### config.mk
export PLATFORM = sky130hd
export DESIGN_NAME = cpu_alu_with_flags_core
export DESIGN_NICKNAME = d
export VERILOG_FILES = /design/src/rtl/caf_pkg.sv /design/src/rtl/cpu_alu_with_flags_core.sv /design/src/rtl/caf_alu.sv
export VERILOG_INCLUDE_DIRS = /design/src /design/src/rtl
export SDC_FILE = /design/constraint.sdc
export NUM_CORES = 1
export LEC_CHECK = 0
export BUFFER_PORTS_ARGS = -buffer_cell sky130_fd_sc_hd__buf_2
export CORE_MARGIN = 2
export CORE_UTILIZATION = 62
export DETAILED_ROUTE_END_ITERATION = 10
export PLACE_DENSITY = 0.91
export REMOVE_ABC_BUFFERS = 1
export SYNTH_ARGS = -nofsm -noshare
export SYNTH_HDL_FRONTEND = slang
export SYNTH_SLANG_ARGS = --single-unit
export TNS_END_PERCENT = 50
### constraint.sdc
create_clock -name clk_i -period 4.4 [get_ports clk_i]
set_input_delay 0.22 -clock clk_i [delete_from_list [all_inputs] [get_ports clk_i]]
set_output_delay 0.22 -clock clk_i [all_outputs]
set_load 0.01 [all_outputs]
### src/rtl/cpu_alu_with_flags_core_assert.svh
// Assertion macros used by the ALU core (cpu_alu_with_flags_core).
`ifndef CPU_ALU_WITH_FLAGS_CORE_ASSERT_SVH
`define CPU_ALU_WITH_FLAGS_CORE_ASSERT_SVH

`ifndef SYNTHESIS
// Checked on every rising clock edge outside reset.
`define CAF_ASSERT(name, prop, msg) \
  name: assert property (@(posedge clk_i) disable iff (!rst_ni) prop) else $error(msg);
// Checked on every rising clock edge, reset included.
`define CAF_ASSERT_ALWAYS(name, prop, msg) \
  name: assert property (@(posedge clk_i) prop) else $error(msg);
`else
`define CAF_ASSERT(name, prop, msg)
`define CAF_ASSERT_ALWAYS(name, prop, msg)
`endif

`endif

### src/rtl/caf_pkg.sv
package caf_pkg;

  localparam int unsigned OpWidth   = 3;
  localparam int unsigned DataWidth = 16;
  localparam int unsigned ByteWidth = 8;

  localparam logic [OpWidth-1:0] OpAdd8      = 3'd0;
  localparam logic [OpWidth-1:0] OpSub8      = 3'd1;
  localparam logic [OpWidth-1:0] OpAdd16Low  = 3'd2;
  localparam logic [OpWidth-1:0] OpAdd16High = 3'd3;
  localparam logic [OpWidth-1:0] OpShift     = 3'd4;
  localparam logic [OpWidth-1:0] OpSra       = 3'd5;
  localparam logic [OpWidth-1:0] OpRotate    = 3'd6;
  localparam logic [OpWidth-1:0] OpRotateC   = 3'd7;

  typedef struct packed {
    logic [DataWidth-1:0] value;
    logic                 zero;
    logic                 subtract;
    logic                 half_carry;
    logic                 carry;
  } caf_result_t;

endpackage

### src/rtl/cpu_alu_with_flags_core.sv
// A result passes the input register, then the result register, before out_valid_o rises;
// a stall on out_ready_i can hold an item in either register.
// Throughput: one item per cycle while out_ready_i is not held low; out_ready_i reaches in_ready_o combinationally.
// Reset (rst_ni low, asynchronous) empties both stages; payload registers are not reset.
`include "cpu_alu_with_flags_core_assert.svh"

module cpu_alu_with_flags_core import caf_pkg::*; (
  input  logic                 clk_i,
  input  logic                 rst_ni,
  input  logic                 in_valid_i,
  output logic                 in_ready_o,
  input  logic [OpWidth-1:0]   op_i,
  input  logic [DataWidth-1:0] operand_a_i,
  input  logic [DataWidth-1:0] operand_b_i,
  input  logic                 carry_in_i,
  input  logic                 direction_i,
  output logic                 out_valid_o,
  input  logic                 out_ready_i,
  output logic [DataWidth-1:0] value_o,
  output logic                 flag_zero_o,
  output logic                 flag_subtract_o,
  output logic                 flag_half_carry_o,
  output logic                 flag_carry_o
);

  logic                 s1_valid_q;
  logic [OpWidth-1:0]   op_q;
  logic [DataWidth-1:0] operand_a_q;
  logic [DataWidth-1:0] operand_b_q;
  logic                 carry_in_q;
  logic                 direction_q;
  logic                 s1_ready;
  logic                 out_valid_q;
  caf_result_t          alu_res;
  caf_result_t          res_q;

  assign s1_ready   = !out_valid_q || out_ready_i;
  assign in_ready_o = !s1_valid_q || s1_ready;

  always_ff @(posedge clk_i or negedge rst_ni) begin
    if (!rst_ni) begin
      s1_valid_q <= 1'b0;
    end else if (in_ready_o) begin
      s1_valid_q <= in_valid_i;
    end
  end

  always_ff @(posedge clk_i) begin
    if (in_valid_i && in_ready_o) begin
      op_q        <= op_i;
      operand_a_q <= operand_a_i;
      operand_b_q <= operand_b_i;
      carry_in_q  <= carry_in_i;
      direction_q <= direction_i;
    end
  end

  caf_alu u_alu (
    .op_i        (op_q),
    .operand_a_i (operand_a_q),
    .operand_b_i (operand_b_q),
    .carry_in_i  (carry_in_q),
    .direction_i (direction_q),
    .result_o    (alu_res)
  );

  always_ff @(posedge clk_i or negedge rst_ni) begin
    if (!rst_ni) begin
      out_valid_q <= 1'b0;
    end else if (s1_ready) begin
      out_valid_q <= s1_valid_q;
    end
  end

  always_ff @(posedge clk_i) begin
    if (s1_valid_q && s1_ready) begin
      res_q <= alu_res;
    end
  end

  assign out_valid_o       = out_valid_q;
  assign value_o           = res_q.value;
  assign flag_zero_o       = res_q.zero;
  assign flag_subtract_o   = res_q.subtract;
  assign flag_half_carry_o = res_q.half_carry;
  assign flag_carry_o      = res_q.carry;

  `CAF_ASSERT(a_accept_fills_stage, in_valid_i && in_ready_o |=> s1_valid_q, "accepted item lost")
  `CAF_ASSERT(a_stage_holds, s1_valid_q && !s1_ready |=> s1_valid_q && $stable(op_q), "stage 1 item changed while stalled")
  `CAF_ASSERT(a_zero_flag, out_valid_o |-> (flag_zero_o == (value_o == '0)), "Z flag disagrees with value")
  `CAF_ASSERT(a_sub_upper_zero, out_valid_o && flag_subtract_o |-> value_o[15:8] == '0, "subtract result upper byte not zero")
  `CAF_ASSERT_ALWAYS(a_reset_empty, !rst_ni |-> !out_valid_o && !s1_valid_q, "pipeline not empty in reset")

endmodule

### src/rtl/caf_alu.sv
module caf_alu import caf_pkg::*; (
  input  logic [OpWidth-1:0]   op_i,
  input  logic [DataWidth-1:0] operand_a_i,
  input  logic [DataWidth-1:0] operand_b_i,
  input  logic                 carry_in_i,
  input  logic                 direction_i,
  output caf_result_t          result_o
);

  logic [ByteWidth-1:0] a8;
  logic [ByteWidth:0]   sum8;
  logic [ByteWidth:0]   diff8;
  logic [4:0]           nib_sum;
  logic [4:0]           nib_diff;
  logic [4:0]           nib_sum16;
  logic [12:0]          sum12;
  logic [DataWidth:0]   sum16;
  logic [DataWidth-1:0] value;

  assign a8 = operand_a_i[7:0];

  assign sum8      = {1'b0, a8} + {1'b0, operand_b_i[7:0]} + {8'd0, carry_in_i};
  assign nib_sum   = {1'b0, a8[3:0]} + {1'b0, operand_b_i[3:0]} + {4'd0, carry_in_i};
  // Bit 8 and bit 4 of the differences are the byte and nibble borrows.
  assign diff8     = {1'b0, a8} - {1'b0, operand_b_i[7:0]} - {8'd0, carry_in_i};
  assign nib_diff  = {1'b0, a8[3:0]} - {1'b0, operand_b_i[3:0]} - {4'd0, carry_in_i};
  assign nib_sum16 = {1'b0, operand_a_i[3:0]} + {1'b0, operand_b_i[3:0]};
  assign sum12     = {1'b0, operand_a_i[11:0]} + {1'b0, operand_b_i[11:0]};
  assign sum16     = {1'b0, operand_a_i} + {1'b0, operand_b_i};

  always_comb begin
    value               = '0;
    result_o.subtract   = 1'b0;
    result_o.half_carry = 1'b0;
    result_o.carry      = 1'b0;
    case (op_i)
      OpAdd8: begin
        value[7:0]          = sum8[7:0];
        result_o.half_carry = nib_sum[4];
        result_o.carry      = sum8[8];
      end
      OpSub8: begin
        value[7:0]          = diff8[7:0];
        result_o.subtract   = 1'b1;
        result_o.half_carry = nib_diff[4];
        result_o.carry      = diff8[8];
      end
      OpAdd16Low: begin
        value               = sum16[15:0];
        result_o.half_carry = nib_sum16[4];
        // Carry out of bit 7 of the full sum equals that of the low bytes alone.
        result_o.carry      = sum16[8] ^ operand_a_i[8] ^ operand_b_i[8];
      end
      OpAdd16High: begin
        value               = sum16[15:0];
        result_o.half_carry = sum12[12];
        result_o.carry      = sum16[16];
      end
      OpShift: begin
        if (direction_i) begin
          value[7:0]     = {1'b0, a8[7:1]};
          result_o.carry = a8[0];
        end else begin
          value[7:0]     = {a8[6:0], 1'b0};
          result_o.carry = a8[7];
        end
      end
      OpSra: begin
        value[7:0]     = {a8[7], a8[7:1]};
        result_o.carry = a8[0];
      end
      OpRotate: begin
        if (direction_i) begin
          value[7:0]     = {a8[0], a8[7:1]};
          result_o.carry = a8[0];
        end else begin
          value[7:0]     = {a8[6:0], a8[7]};
          result_o.carry = a8[7];
        end
      end
      OpRotateC: begin
        if (direction_i) begin
          value[7:0]     = {carry_in_i, a8[7:1]};
          result_o.carry = a8[0];
        end else begin
          value[7:0]     = {a8[6:0], carry_in_i};
          result_o.carry = a8[7];
        end
      end
      default: begin
        value = '0;
      end
    endcase
    result_o.value = value;
    result_o.zero  = (value == '0);
  end

endmodule

==> results.tsv, run 1 <==
metric	value	unit
port_buffers	62	
num_antenna_cells	0	
grt.total_usage	26.8	%
power_switching	513	uW
finalSetupViolCount	0	
grt_pass1_wl	14.8	mm
maxSlewViolCount	0	
hpwlAfterDp	6.86	mm
cts_buffers	9	
cts_setup_buffers	0	
synth_area_leader_cell	edfxtp_1	
worst_hold_slack	0.0396	ns
gp_congestion	1.02	
crit_fanout	4	
hp-class	primary input to register	
antenna_found_initial	0	
rows	29	
relSlewSlack	40.2	%
cp.required	4.58	ns
synth.avg_cell_area	10.8	um2
ys_seq_area_share	43.7	%
drive_gt1_share	21.6	%
cts_sinks	59	
final_cell_mix	buf_2 (62), edfxtp_1 (57), ha_1 (31), inv_1 (30), nor2_1 (27)	
finalCritPeriodShare	77.4	%
synthArstFlopShare	3.39	%
final.setup.tns	0	ns
design.core.area	6310	um2
dieArea	7160	um2
synth_cell_types	73	
outcome	finished, final reports clean	
syn_inst	373	
dp.cells	499	
cell_internal_pwr	1.17	mW
nets	511	
cts_hold_buffers	1	
cts-root-buf	clkbuf_8	
tritoncts	yes	
postPlaceCellArea	4330	um2
final_common_cell	buf_2	
clock.fmax	294	MHz
cts_htree_levels	3	
routedWlPerCell	18.2	um
drtAntennaViolNets	0	
grt_pass1_vias	3144	
sw_frac_of_total	30.5	%
num-fill-cells	466	
ys.flop_type	edfxtp_1	
synth_warnings	0	
endpoint_kind	register	
start_util	63.8	%
dr.pass1.iters	5	
drcViolationCount	0	
areaGrowthSynthToFinish	12.9	%
ios	63	
clk_latency	0.35	ns
p_seq_share	41.8	%
p_clk_share	32.1	%
wirelength	9.38	mm
die_h	84.6	um
synth-seq-cells	59	
path_class	register to register	
vias_per_cell	6.58	
drt-initial-drc-count	369	
cts.clk_slew.worst_paths	0.07	ns
synth_edf_count	57	
fin_crit	3.41	ns
vias	3395	
grt_max_degree	38	
finish.instance_area	4550	um2
irDropWorstVdd	299	uV
worst_slew_pin_slew	0.896	ns
post_cts_resized	0	
comb_power_share	26.1	%
arrival	3.58	ns
synthesis.area	4030	um2
die_w	84.6	um
hold_violations	0	
critPathLaunchType	register	
power_density	369	nW/um2
synth_area_leaders	edfxtp_1 (42%), ha_1 (9.6%), xnor2_1 (3.0%), inv_1 (2.8%), nor2_1 (2.5%)	
grt-ovfl-total	0	
p_leak	1.91	nW
rsz0062_at_grt	no	
finClkSkew	0.00880	ns
fin_cells	516	
netlist.area_leader.share	42.5	%
clock_path_buffers	2	
drv_cap	0	
[path summary, 6_finish.rpt]
| path | start | to | slack [ns] | depth (start not counted) |
|---|---|---|---|---|
| max reg2reg | operand_a_q[0] | flag_zero_o | 0.99 | 12 |
| min | operand_a_i[1] | operand_a_q[1] | 0.04 | 1 |
| min reg2reg | s1_valid_q | out_valid_o | 0.49 | 1 |
| min in group asynchronous | rst_ni | out_valid_o | 0.19 | 2 |
| max in group asynchronous | rst_ni | s1_valid_q | 4.12 | 2 |
| max | operand_a_q[0] | flag_zero_o | 0.99 | 12 |
[worst max-delay path: stages (launching register included)]
cell,delay (ns)
edfxtp_1,0.43
inv_1,0.20
fa_1,0.22
inv_1,0.08
fa_1,0.43
nand2b_1,0.21
a2111oi_0,0.47
nor3_1,0.15
xnor2_1,0.17
o211ai_1,0.14
nor4b_1,0.35
nand3b_1,0.13
nor4_2,0.26
[metal layers]
| metal | GRT usage [%] | up-vias | routed length (um) |
|---|---|---|---|
| met3 | 10.5 | 42 | 1150 |
| li1 | - | 1521 | - |
| met5 | 0 | - | 0 |
| met2 | 40.9 | 240 | 4360 |
| met4 | 11.1 | 0 | 235 |
| met1 | 34.2 | 1592 | 3630 |
[kinds of logic after synthesis]
logic type,count (synthesis),synth area share (%)
xor+xnor,23,5.00
fa+ha+maj,36,12.1
simple gates,102,14.5
buf+inv,44,5.71
flops,59,43.7
mux,2,0.497
compound gates,107,18.5
[state kept, by name, summed over array words and instances (netlist names)]
| register | cells |
|---|---|
| direction_q | 1 |
| carry_in_q | 1 |
| flag_subtract_o | 1 |
| operand_b_q | 16 |
| value_o | 16 |
| flag_carry_o | 1 |
| flag_zero_o | 1 |
| out_valid_o | 1 |
| s1_valid_q | 1 |
| operand_a_q | 16 |
| op_q | 3 |
| flag_half_carry_o | 1 |
[synthesized netlist by cell type, types with 6 or more instances]
master / count
a21o_1: 11
a21oi_1: 19
edfxtp_1: 57
ha_1: 31
inv_1: 30
nand2_1: 12
nand2b_1: 7
nand3_1: 8
nand4_1: 7
nor2_1: 27
nor3_1: 6
o21ai_0: 20
xnor2_1: 14
xor2_1: 9
[cell type report]
| type | count | area (um2) | area share (%) |
|---|---|---|---|
| flip-flops and latches | 59 | 1760 | 38.7 |
| inverters | 30 | 113 | 2.47 |
| multi-input cells | 270 | 2040 | 44.8 |
| well taps | 77 | 96.3 | 2.12 |
| clock inverters | 7 | 91.3 | 2.01 |
| clock buffers | 9 | 124 | 2.72 |
| repair buffers | 64 | 328 | 7.20 |
[power groups by stage]
stage               logic [mW]  registers [mW]  clock network [mW]
detailed placement       0.421           0.714                   0
floorplan                0.293           0.719                   0
finish                   0.439           0.703               0.539
CTS                      0.425           0.703               0.549
global route             0.471           0.707               0.576
global placement         0.406           0.711                   0
[per-stage QoR]
stage               total power, mW  utilization (%)  worst slack (ns)
CTS                            1.68             72.1              1.08
global route                   1.76             72.1             0.760
detailed placement             1.14             68.5              1.13
floorplan                      1.01                -              1.51
global placement               1.12             68.5              1.25
finish                         1.68             72.1             0.994
Power figures use the tool's default switching activity.
==> inputs of run 2 (changes only) <==
--- a/config.mk
+++ b/config.mk
@@ -8,9 +8,9 @@
 export LEC_CHECK = 0
 export BUFFER_PORTS_ARGS = -buffer_cell sky130_fd_sc_hd__buf_2
 export CORE_MARGIN = 2
-export CORE_UTILIZATION = 62
+export CORE_UTILIZATION = 58
 export DETAILED_ROUTE_END_ITERATION = 10
-export PLACE_DENSITY = 0.91
+export PLACE_DENSITY = 0.86
 export REMOVE_ABC_BUFFERS = 1
 export SYNTH_ARGS = -nofsm -noshare
 export SYNTH_HDL_FRONTEND = slang
==> constraint.sdc (replaced) <==
create_clock -name clk_i -period 3.6 [get_ports clk_i]
set_input_delay 0.18 -clock clk_i [delete_from_list [all_inputs] [get_ports clk_i]]
set_output_delay 0.18 -clock clk_i [all_outputs]
set_load 0.01 [all_outputs]
==> run 2 against run 1 <==
Clock-buffer cell count up 3; design area up 7.4%; non-clock buffer count up 32; highest routed layer unchanged.
==> results.tsv, run 2 (synthesis gave the netlist of run 1 again) <==
metric	value	unit
outcome	finished, final reports clean	
ios	63	
irDropWorstVdd	402	uV
areaGrowthSynthToFinish	21.3	%
design.core.area	6760	um2
critPathBufInv	1	
vias	3378	
hp-class	primary input to register	
clock.fmax	303	MHz
path_cells	inv_1 -> fa_1 -> fa_1 -> nor4_4 -> a21oi_1 -> o211a_1 -> a22oi_1 -> o211ai_1 -> nor4b_2 -> nand3b_1 -> nor4_2	
maxSlewViolCount	0	
min-delay-start	operand_a_i[4]	
final.setup.tns	0	ns
reg2reg_from	operand_a_q[0]	
start_util	59.6	%
final_common_cell	buf_2	
nets	543	
p_leak	2.05	nW
critPathLaunchType	register	
worst_slew_pin_slew	0.880	ns
crit_slowest_cell	fa_1	
fin_crit	3.30	ns
grt_max_degree	38	
die_h	87.4	um
critPathMaxStageDelay	0.49	ns
cp_common_cell	fa_1	
hpwlAfterDp	7.18	mm
wirelength	9.99	mm
drv_cap	0	
cts_buffers	9	
total_power	2.12	mW
num_antenna_cells	0	
cp.required	3.77	ns
vias_per_cell	6.13	
dieArea	7630	um2
finClkSkew	0.0118	ns
crit_family	adder cells	
grt_pass1_wl	16.1	mm
clk_latency	0.35	ns
tritoncts	yes	
cts.clk_slew.worst_paths	0.07	ns
rsz0062_at_grt	no	
finalSetupViolCount	0	
path_class	register to register	
port_buffers	62	
cts_sinks	59	
drive_gt1_share	20.8	%
antenna_found_initial	0	
crit_start	operand_a_q[0]	
gp_congestion	0.911	
die_w	87.4	um
grt.total_usage	28.1	%
drt-initial-drc-count	235	
relSlewSlack	41.4	%
routedWlPerCell	18.1	um
final_cell_mix	buf_2 (62), edfxtp_1 (57), ha_1 (31), inv_1 (30), dlygate4sd3_1 (30)	
cts_setup_buffers	0	
power_density	433	nW/um2
rows	30	
drcViolationCount	0	
arrival	3.48	ns
dr.pass1.iters	5	
clock_path_buffers	2	
finalCritPeriodShare	91.8	%
drtAntennaViolNets	0	
crit_fanout	4	
cts_htree_levels	3	
cts-root-buf	clkbuf_8	
endpoint_kind	register	
grt-ovfl-total	0	
grt_pass1_vias	3254	
hold_violations	0	
## run 2: metal layers
metal  global-route usage [%]  routed length (um)  vias up
met2                     42.6                4590      202
met3                     5.78                 875       25
met4                     12.3                 240        0
li1                         -                   -     1585
met1                     38.9                4290     1566
met5                        0                   0        -
## run 2: layout make-up
type / instances / area (um2)
multi-input cells: 270 / 2040
fillers: 474 / 1870
flip-flops and latches: 59 / 1760
repair buffers: 96 / 641
clock buffers: 12 / 155
inverters: 30 / 113
well taps: 80 / 100
clock inverters: 4 / 73.8
## run 2: path summary, 6_finish.rpt
path | endpoint | slack, ns | depth (start not counted)
max reg2reg | flag_zero_o | 0.30 | 11
min in group asynchronous | s1_valid_q | 0.15 | 2
max | flag_zero_o | 0.30 | 11
max in group asynchronous | out_valid_o | 3.36 | 2
min | operand_a_q[4] | 0.01 | 1
min reg2reg | out_valid_o | 0.49 | 1
## run 2: what timing repair did
| action | 4_1_cts | 5_1_grt |
|---|---|---|
| gates resized for setup | 0 | 1 |
| endpoints found under the setup margin | 0 | 1 |
| hold endpoints to repair | 31 | 0 |
| hold buffers | 30 | 0 |
## run 2: through the flow
| stage | std cells | area [um2] | hold WS [ns] | worst slack, ns | utilization (%) |
|---|---|---|---|---|---|
| finish | 551 | 4890 | 0.0123 | 0.297 | 72.4 |
| global route | 551 | 4890 | 0.00591 | 0.0722 | 72.4 |
| floorplan | 359 | 3910 | -0.116 | 0.710 | - |
| global placement | 505 | 4350 | -0.0353 | 0.477 | 64.4 |
| CTS | 551 | 4880 | 0.000872 | 0.270 | 72.3 |
| detailed placement | 505 | 4350 | -0.0330 | 0.302 | 64.4 |
## run 2: where the power goes
group          switching [mW]  internal (mW)
combinational           0.320          0.241
sequential             0.0367          0.824
clock                   0.268          0.428
==> inputs of run 3 (changes only) <==
--- a/config.mk
+++ b/config.mk
@@ -8,9 +8,9 @@
 export LEC_CHECK = 0
 export BUFFER_PORTS_ARGS = -buffer_cell sky130_fd_sc_hd__buf_2
 export CORE_MARGIN = 2
-export CORE_UTILIZATION = 58
+export CORE_UTILIZATION = 62
 export DETAILED_ROUTE_END_ITERATION = 10
-export PLACE_DENSITY = 0.86
+export PLACE_DENSITY = 0.91
 export REMOVE_ABC_BUFFERS = 1
 export SYNTH_ARGS = -nofsm -noshare
 export SYNTH_HDL_FRONTEND = slang
==> constraint.sdc (replaced) <==
create_clock -name clk_i -period 3.85 [get_ports clk_i]
set_input_delay 0.1925 -clock clk_i [delete_from_list [all_inputs] [get_ports clk_i]]
set_output_delay 0.1925 -clock clk_i [all_outputs]
set_load 0.01 [all_outputs]
==> run 3 against run 2 <==
Non-clock buffer count decreased by 30; clock power decreased by 14%; routed wire length decreased by 5.8%; core utilization about the same; maximum frequency decreased by 6.1%; worst hold slack about the same; power decreased by 10%; clock-buffer cell count increased by 1; critical path depth increased by 1; critical endpoint unchanged.
==> results.tsv, run 3 (synthesis gave the netlist of run 1 again) <==
metric	value	unit
cts_hold_buffers	1	
drtAntennaViolNets	0	
grt.total_usage	27.2	%
die_w	84.6	um
p_leak	1.92	nW
final_common_cell	buf_2	
whs_path_depth	1	
clock_path_buffers	2	
gp_congestion	1.01	
critPathMaxStageDelay	0.55	ns
tritoncts	yes	
grt_pass1_vias	3138	
grt-ovfl-total	0	
grt_pass1_wl	15.1	mm
critPathLaunchType	register	
cts_setup_buffers	0	
num-fill-cells	456	
cts_sinks	59	
reg2reg_from	operand_a_q[0]	
die_h	84.6	um
rrSetupSlack	0.33	ns
irDropWorstVdd	267	uV
clk_latency	0.35	ns
clock.fmax	284	MHz
nets	513	
fin_crit	3.52	ns
rows	29	
drv_cap	0	
final_cell_mix	buf_2 (62), edfxtp_1 (57), ha_1 (31), inv_1 (30), nor2_1 (27)	
regToRegEndpoint	flag_zero_o	
cts_htree_levels	3	
ios	63	
grt_max_degree	38	
antenna_found_initial	0	
dr.pass1.iters	6	
drive_gt1_share	21.3	%
path_class	register to register	
endpoint_kind	register	
finClkSkew	0.0107	ns
dieArea	7160	um2
vias_per_cell	6.46	
routedWlPerCell	18.2	um
finalCritPeriodShare	91.4	%
fin_cells	518	
multi_input_area	2040	um2
maxSlewViolCount	0	
finalSetupViolCount	0	
worst_hold_slack	0.0125	ns
hold_violations	0	
port_buffers	62	
drt-initial-drc-count	477	
drcViolationCount	0	
relSlewSlack	36.6	%
design.core.area	6310	um2
path_cells	inv_1 -> fa_1 -> inv_1 -> fa_1 -> nand2b_1 -> a2111oi_0 -> nor3_1 -> xnor2_1 -> o211ai_1 -> nor4b_1 -> nand3b_1 -> nor4_2	
worst-r2r-cell-count	12	
whs_endpoint	operand_b_q[13]	
power_density	416	nW/um2
cts_buffers	9	
start_util	63.8	%
cts.clk_slew.worst_paths	0.07	ns
areaGrowthSynthToFinish	13.4	%
cp.required	4.03	ns
hpwlAfterDp	6.89	mm
num_antenna_cells	0	
dp.cells	499	
worst_slew_pin_slew	0.951	ns
rsz0062_at_grt	no	
arrival	3.70	ns
vias	3347	
min-delay-start	operand_b_i[13]	
crit_fanout	4	
regArea	1760	um2
crit_slowest_cell	a2111oi_0	
hp-class	primary input to register	
wirelength	9.41	mm
fin_ws	0.331	ns
outcome	finished, final reports clean	
final.setup.tns	0	ns
post_cts_resized	0	
cts-root-buf	clkbuf_8	
dp_slack	0.552	ns
## run 3: cell types whose count changed in the layout (fill, tap and decap cells not counted)
| cell | delta |
|---|---|
| nor4b_1 | +1 |
| clkinv_4 | -1 |
| bufinv_16 | -1 |
| nor4b_2 | -1 |
| dlygate4sd3_1 | -27 |
| clkbuf_8 | +1 |
| buf_4 | -3 |
| inv_6 | +1 |
## run 3: how the worst max path moves through the flow
stage,from,slack (ns),cells past startpoint,end
4_1_cts,operand_a_q[0],0.41,12,flag_zero_o
5_1_grt,operand_a_q[0],0.17,12,flag_zero_o
6_report,operand_a_q[0],0.33,12,flag_zero_o
2_1_floorplan,operand_a_q[0],0.96,11,flag_zero_o
3_5_place_dp,operand_a_q[0],0.55,12,flag_zero_o
3_3_place_gp,operand_a_q[0],0.70,12,flag_zero_o
## run 3: worst max-delay path, delay by kind of cell, from the launching register on
family / cells / cell delay [ns]
AO/OA/AOI/OAI: 2 / 0.69
XOR/XNOR: 1 / 0.16
adder cells (fa/ha/maj): 2 / 0.65
buffers and inverters: 2 / 0.26
flip-flops: 1 / 0.42
AND/OR/NAND/NOR: 5 / 1.16
## run 3: cell type report
type | count | area share [%]
Timing Repair Buffer | 66 | 7.61
Multi-Input combinational cell | 270 | 44.6
Clock inverter | 3 | 0.958
Sequential cell | 59 | 38.6
Inverter | 30 | 2.46
Tap cell | 77 | 2.11
Clock buffer | 13 | 3.70
## run 3: metrics by stage
stage / power, mW / util (%) / area (um2)
6_report: 1.90 / 72.4 / 4570
5_1_grt: 1.99 / 72.4 / 4570
4_1_cts: 1.89 / 72.1 / 4550
3_5_place_dp: 1.30 / 68.5 / 4330
3_3_place_gp: 1.28 / 68.5 / 4330
2_1_floorplan: 1.16 / - / 3910
## run 3: per-layer routing
metal	global-route usage (%)	vias to the layer above	share of wire, %
met5	0	-	0
met4	13.0	0	3.3
met3	7.18	43	13
met2	40.9	255	46
met1	36.8	1525	38
li1	-	1524	-
## run 3: power breakdown
group / switching, mW / total, mW / internal, mW
Clock: 0.243 / 0.596 / 0.353
Combinational: 0.297 / 0.501 / 0.204
Sequential: 0.0329 / 0.803 / 0.770
